### src/trgr_pkg.sv
// Shared constants, types and the 5x7 glyph table for the text line glyph renderer.
package trgr_pkg;

  localparam int WIDTH      = 128;
  localparam int PAGES      = 8;
  localparam int GLYPH_COLS = 5;
  localparam int GAP_COLS   = 1;

  localparam int COL_W  = 8;
  localparam int ROW_W  = 3;
  localparam int CODE_W = 8;
  localparam int ADDR_W = 10;
  // row*WIDTH + column before truncation to the address width
  localparam int PROD_W = 12;

  localparam logic [COL_W-1:0] COL_PARK = {COL_W{1'b1}};

  typedef logic [GLYPH_COLS-1:0][7:0] glyph_t;

  // Cursor stage result handed to the output register.
  typedef struct packed {
    logic              fits;
    logic [ADDR_W-1:0] addr;
  } place_t;

  function automatic glyph_t mk(input logic [7:0] c0, input logic [7:0] c1,
                                input logic [7:0] c2, input logic [7:0] c3,
                                input logic [7:0] c4);
    mk = {c4, c3, c2, c1, c0};
  endfunction

  function automatic glyph_t glyph_lookup(input logic [CODE_W-1:0] code_in);
    logic [CODE_W-1:0] c;
    c = code_in;
    // fold lower case onto upper case
    if (c >= 8'h61 && c <= 8'h7A) c = c - 8'h20;
    case (c)
      8'h20: glyph_lookup = mk(8'h00, 8'h00, 8'h00, 8'h00, 8'h00);
      8'h2E: glyph_lookup = mk(8'h00, 8'h60, 8'h60, 8'h00, 8'h00);
      8'h3A: glyph_lookup = mk(8'h00, 8'h36, 8'h36, 8'h00, 8'h00);
      8'h2D: glyph_lookup = mk(8'h08, 8'h08, 8'h08, 8'h08, 8'h08);
      8'h2B: glyph_lookup = mk(8'h08, 8'h08, 8'h3E, 8'h08, 8'h08);
      8'h3D: glyph_lookup = mk(8'h14, 8'h14, 8'h14, 8'h14, 8'h14);
      8'h2F: glyph_lookup = mk(8'h20, 8'h10, 8'h08, 8'h04, 8'h02);
      8'h23: glyph_lookup = mk(8'h14, 8'h7F, 8'h14, 8'h7F, 8'h14);
      8'h30: glyph_lookup = mk(8'h3E, 8'h51, 8'h49, 8'h45, 8'h3E);
      8'h31: glyph_lookup = mk(8'h00, 8'h42, 8'h7F, 8'h40, 8'h00);
      8'h32: glyph_lookup = mk(8'h42, 8'h61, 8'h51, 8'h49, 8'h46);
      8'h33: glyph_lookup = mk(8'h21, 8'h41, 8'h45, 8'h4B, 8'h31);
      8'h34: glyph_lookup = mk(8'h18, 8'h14, 8'h12, 8'h7F, 8'h10);
      8'h35: glyph_lookup = mk(8'h27, 8'h45, 8'h45, 8'h45, 8'h39);
      8'h36: glyph_lookup = mk(8'h3C, 8'h4A, 8'h49, 8'h49, 8'h30);
      8'h37: glyph_lookup = mk(8'h01, 8'h71, 8'h09, 8'h05, 8'h03);
      8'h38: glyph_lookup = mk(8'h36, 8'h49, 8'h49, 8'h49, 8'h36);
      8'h39: glyph_lookup = mk(8'h06, 8'h49, 8'h49, 8'h29, 8'h1E);
      8'h41: glyph_lookup = mk(8'h7E, 8'h11, 8'h11, 8'h11, 8'h7E);
      8'h42: glyph_lookup = mk(8'h7F, 8'h49, 8'h49, 8'h49, 8'h36);
      8'h43: glyph_lookup = mk(8'h3E, 8'h41, 8'h41, 8'h41, 8'h22);
      8'h44: glyph_lookup = mk(8'h7F, 8'h41, 8'h41, 8'h22, 8'h1C);
      8'h45: glyph_lookup = mk(8'h7F, 8'h49, 8'h49, 8'h49, 8'h41);
      8'h46: glyph_lookup = mk(8'h7F, 8'h09, 8'h09, 8'h09, 8'h01);
      8'h47: glyph_lookup = mk(8'h3E, 8'h41, 8'h49, 8'h49, 8'h7A);
      8'h48: glyph_lookup = mk(8'h7F, 8'h08, 8'h08, 8'h08, 8'h7F);
      8'h49: glyph_lookup = mk(8'h00, 8'h41, 8'h7F, 8'h41, 8'h00);
      8'h4A: glyph_lookup = mk(8'h20, 8'h40, 8'h41, 8'h3F, 8'h01);
      8'h4B: glyph_lookup = mk(8'h7F, 8'h08, 8'h14, 8'h22, 8'h41);
      8'h4C: glyph_lookup = mk(8'h7F, 8'h40, 8'h40, 8'h40, 8'h40);
      8'h4D: glyph_lookup = mk(8'h7F, 8'h02, 8'h0C, 8'h02, 8'h7F);
      8'h4E: glyph_lookup = mk(8'h7F, 8'h04, 8'h08, 8'h10, 8'h7F);
      8'h4F: glyph_lookup = mk(8'h3E, 8'h41, 8'h41, 8'h41, 8'h3E);
      8'h50: glyph_lookup = mk(8'h7F, 8'h09, 8'h09, 8'h09, 8'h06);
      8'h51: glyph_lookup = mk(8'h3E, 8'h41, 8'h51, 8'h21, 8'h5E);
      8'h52: glyph_lookup = mk(8'h7F, 8'h09, 8'h19, 8'h29, 8'h46);
      8'h53: glyph_lookup = mk(8'h46, 8'h49, 8'h49, 8'h49, 8'h31);
      8'h54: glyph_lookup = mk(8'h01, 8'h01, 8'h7F, 8'h01, 8'h01);
      8'h55: glyph_lookup = mk(8'h3F, 8'h40, 8'h40, 8'h40, 8'h3F);
      8'h56: glyph_lookup = mk(8'h1F, 8'h20, 8'h40, 8'h20, 8'h1F);
      8'h57: glyph_lookup = mk(8'h3F, 8'h40, 8'h38, 8'h40, 8'h3F);
      8'h58: glyph_lookup = mk(8'h63, 8'h14, 8'h08, 8'h14, 8'h63);
      8'h59: glyph_lookup = mk(8'h07, 8'h08, 8'h70, 8'h08, 8'h07);
      8'h5A: glyph_lookup = mk(8'h61, 8'h51, 8'h49, 8'h45, 8'h43);
      // anything else draws a question mark
      default: glyph_lookup = mk(8'h02, 8'h01, 8'h51, 8'h09, 8'h06);
    endcase
  endfunction

endpackage

### src/trgr_cursor.sv
// Cursor: holds line row and column, decides fit and forms the start address.
module trgr_cursor (
  input  logic                       clk,
  input  logic                       rst,
  input  logic                       step,
  input  logic                       first_of_line,
  input  logic [trgr_pkg::ROW_W-1:0] text_row,
  output trgr_pkg::place_t           place
);

  logic [trgr_pkg::COL_W-1:0] cursor_column;
  logic [trgr_pkg::ROW_W-1:0] line_row;

  logic [trgr_pkg::COL_W-1:0]  col_eff;
  logic [trgr_pkg::ROW_W-1:0]  row_eff;
  logic [trgr_pkg::COL_W:0]    end_col;
  logic [trgr_pkg::COL_W:0]    adv_col;
  logic [trgr_pkg::PROD_W-1:0] addr_full;
  logic [trgr_pkg::COL_W-1:0]  cursor_column_next;

  always_comb begin
    if (first_of_line) begin
      row_eff = text_row;
      // a row beyond the last page parks the column so nothing fits
      if ({2'b00, text_row} < 5'(trgr_pkg::PAGES)) begin
        col_eff = '0;
      end else begin
        col_eff = trgr_pkg::COL_PARK;
      end
    end else begin
      row_eff = line_row;
      col_eff = cursor_column;
    end
    end_col   = {1'b0, col_eff} + (trgr_pkg::COL_W+1)'(trgr_pkg::GLYPH_COLS);
    adv_col   = end_col + (trgr_pkg::COL_W+1)'(trgr_pkg::GAP_COLS);
    addr_full = trgr_pkg::PROD_W'(row_eff) * trgr_pkg::PROD_W'(trgr_pkg::WIDTH)
              + trgr_pkg::PROD_W'(col_eff);
    place.fits = end_col < (trgr_pkg::COL_W+1)'(trgr_pkg::WIDTH);
    place.addr = addr_full[trgr_pkg::ADDR_W-1:0];
    if (!place.fits) begin
      cursor_column_next = col_eff;
    end else if (adv_col[trgr_pkg::COL_W]) begin
      cursor_column_next = trgr_pkg::COL_PARK;
    end else begin
      cursor_column_next = adv_col[trgr_pkg::COL_W-1:0];
    end
  end

  always_ff @(posedge clk) begin
    if (rst) begin
      cursor_column <= '0;
      line_row      <= '0;
    end else if (step) begin
      cursor_column <= cursor_column_next;
      line_row      <= row_eff;
    end
  end

endmodule

### config.mk
export PLATFORM = sky130hd
export DESIGN_NAME = trgr_cursor
export DESIGN_NICKNAME = d
export VERILOG_FILES = /design/src/trgr_pkg.sv /design/src/trgr_cursor.sv
export SDC_FILE = /design/constraint.sdc
export NUM_CORES = 1
export LEC_CHECK = 0
export ABC_CLOCK_PERIOD_IN_PS = 3500
export BUFFER_PORTS_ARGS = -buffer_cell sky130_fd_sc_hd__buf_2
export CAP_MARGIN = 10
export CORE_AREA = 4 4 42 44
export CTS_CLUSTER_SIZE = 8
export DETAILED_ROUTE_END_ITERATION = 6
export DIE_AREA = 0 0 46 48
export GPL_TIMING_DRIVEN = 0
export PLACE_DENSITY_LB_ADDON = 0.25
export SYNTH_ARGS = -nofsm -noshare
export SYNTH_HDL_FRONTEND = slang
export SYNTH_SLANG_ARGS = --single-unit
### constraint.sdc
create_clock -name clk -period 3.5 [get_ports clk]
set_input_delay 0.35 -clock clk [delete_from_list [all_inputs] [get_ports clk]]
set_output_delay 0.35 -clock clk [all_outputs]
set_load 0.005 [all_outputs]
# After elaboration in Yosys (flattened, before gate mapping)
# Cells that the tools add are included.
# classes
n_addsub,3
order_cmp,1
n_mux,4
# op_table
cell,count
$mux 8,3
$add 10x8->10,1
$add 8x3->9 const B,1
$add 9x1->9 const B,1
$lt 9x8->1 const B,1
$mux 3,1
# word_totals
regBits,11
elab_cells,10

# Depth between registers and ports, before layout
# logic_depth
ltp_word,5
mapped_depth,6
mapped_depth_nobuf,5

# Worst setup path after synthesis
# No wires, ideal clock.
# synth_path
path_kind,in2out
start,in first_of_line
end,out place[9] in the netlist's numbering
arrival_ps,1521
required_ps,3150
setup_slack_ps,1629
stages,6
cell_sequence,buf_6 -> buf_2 -> mux2_2 -> ha_1 -> ha_1 -> xnor2_1
# synth_lines
item,line_no,text
"start, declared",trgr_cursor.sv:6,"input logic first_of_line,"
"end, declared",trgr_cursor.sv:8,output trgr_pkg::place_t place

==> metrics <==
DR pass1 iterations=6; most used cell, CP=buf_2; total placed cells including tap cells=116; First DRT Iteration DRCs=24; post-layout min period=2230 ps; # setup viols final=0; YS warnings=0; Mapped Area=709 um2; area leader, netlist=dfxtp_1; WL final=1.65 mm; wire length per cell=13.7 um; crit-path max cell delay=360 ps; Hold Crit Depth=3; FMAX=448 MHz; initial antenna violation count=0; Core ar.=1440 um2; FFs w/ async S/R, synth=0; RSZ-0062 raised after global routing=false; first-pass GRT wire length=2.80 mm; # DRC=0; Slowest cell on crit path=mux2_2; status=complete, no violations; die width=46 um; WS Path Type=in2out; io pins=18; Rel. slew slack=0.709; Fillers=147; EDFF count, synth=0; Vias per Instance=5.69; cell with the most instances after synthesis=dfxtp_1; Fin. Hold Viols=0; post-synthesis sequential area ratio=0.310; clock sink count=11; Leak=0.365 nW; predominant post-synthesis flop cell=dfxtp_1; vias in the first global route=590; Starting Density=0.494; die height=48 um; Area contributors post-synth=dfxtp_1 31%, a21oi_1 4.9%, nor2b_1 4.4%; num rows=14; pwr/cell area=318 nW/um2; Crit. End Element=output pin; Syn Nets=93; MaxCap Viol Count=0; grt total ovfl=0; placed inst area=810 um2; Total GRT Usage=0.181; diode count=0; Worst Skew=5.38 ps; final worst path period share=0.638; cts hold-fix bufs=0; Setup Fix Bufs, Post-CTS=0; HPWL Detailed=1.26 mm; Hold Crit Class=in2reg; H-Tree Level Count=1; Final Max Tran Viols=0; Worst-Skew Late Latency=270 ps; Routed Antenna Nets=0; CTS root buf=clkbuf_4; #FFs+latches synth=11; Yosys cell types=37; Slew @ Worst Pin=437 ps; fin area=836 um2; Critical Path RT=3150 ps; syn_area_per_cell=8.45 um2; CP max FO=10; Clock Path Buffers=2; # nets final=114; worst reg2reg path depth=4; die area=2210 um2; Layout area overhead=17.8%; Sum Neg Setup Slack=0 ps; Worst Setup Slack, final=1270 ps; CTS tree=done; share of cells above drive strength 1=0.288; Place WS=1270 ps; crit start category=input pin; WP data arrival=1880 ps; final std cells w/o fill=120; critical-path cell list=buf_2 > buf_6 > buf_2 > mux2_2 > ha_1 > ha_1 > xnor2_1 > buf_2; Vias=683; Yosys top cell area share=0.310; largest net degree at the start of global routing=11; # resized after CTS=0; I/O Buffers=16; routability cong.=0.803; Num CTS Buffers=3; Peak VDD IR=0.000169 V; Mapped Cells=84; Worst-path clk slew=70 ps; Post-synth top cells=11 x dfxtp_1, 7 x a21oi_1, 7 x nand2_1
where the power goes:
group / total, W / internal [W] / switching [W]
combinational: 0.0000415 / 0.0000183 / 0.0000232
clock: 0.0000894 / 0.0000441 / 0.0000453
sequential: 0.000134 / 0.000129 / 0.00000511
total: 0.000265 / 0.000192 / 0.0000736
worst max-delay path: cells and delay by family:
family                   cells  cell delay (ps)
buffers and inverters        4              600
XOR/XNOR                     1              180
adder cells (fa/ha/maj)      2              400
multiplexers                 1              360
per-layer routing:
| layer | up-vias | GRT usage | part of all wire |
|---|---|---|---|
| met5 | - | 0 | 0 |
| met4 | 0 | 0.102 | 0.018 |
| met3 | 4 | 0.0338 | 0.056 |
| met2 | 22 | 0.245 | 0.44 |
| met1 | 310 | 0.263 | 0.48 |
| li1 | 347 | - | - |
area by class of cell:
class	count	area, um2	area share
multi-input cells	64	443	0.530
flip-flops and latches	11	220	0.263
clock buffers	4	26.3	0.0314
plain buffers	4	25.0	0.0299
inverters	5	21.3	0.0254
well taps	16	20.0	0.0240
repair buffers	16	80.1	0.0958
stage by stage:
stage,utilization,total power (W),hold WS (ps)
floorplan,-,0.000165,434
global placement,0.564,0.000177,441
detailed placement,0.564,0.000179,453
CTS,0.582,0.000265,357
global route,0.582,0.000279,361
finish,0.582,0.000265,358
worst paths after layout:
check,start,to,slack [ps]
max,first_of_line,place[9],1270
min,text_row[1],line_row[1],360
max reg2reg,cursor_column[3],cursor_column[3],2010
min reg2reg,line_row[0],line_row[0],470
state kept, by name, summed over array words and instances (netlist names):
register / flops
line_row: 3
cursor_column: 8
cell families after synthesis:
| family | count (synthesis) | share of synthesized area |
|---|---|---|
| AND/OR/NAND/NOR | 39 | 0.323 |
| AO/OA/AOI/OAI | 18 | 0.194 |
| flip-flops | 11 | 0.310 |
| multiplexers | 4 | 0.0600 |
| XOR/XNOR | 1 | 0.0123 |
| adder cells (fa/ha/maj) | 2 | 0.0353 |
| buffers and inverters | 9 | 0.0652 |
placed cells by master, fill, tap and decap left out, drive strengths merged, types with 2 or more instances in the layout:
master / Yosys / layout
a21oi: 7 / 7
nand4: 3 / 3
mux2i: 2 / 2
clkbuf: 1 / 5
nor2b: 5 / 5
nor3: 4 / 4
ha: 2 / 2
buf: 3 / 19
dfxtp: 11 / 11
nor2: 5 / 5
inv: 5 / 5
nor4b: 2 / 2
nand3: 6 / 6
mux2: 2 / 2
nand2: 7 / 7
a311oi: 2 / 2
Power figures use the tool's default switching activity.
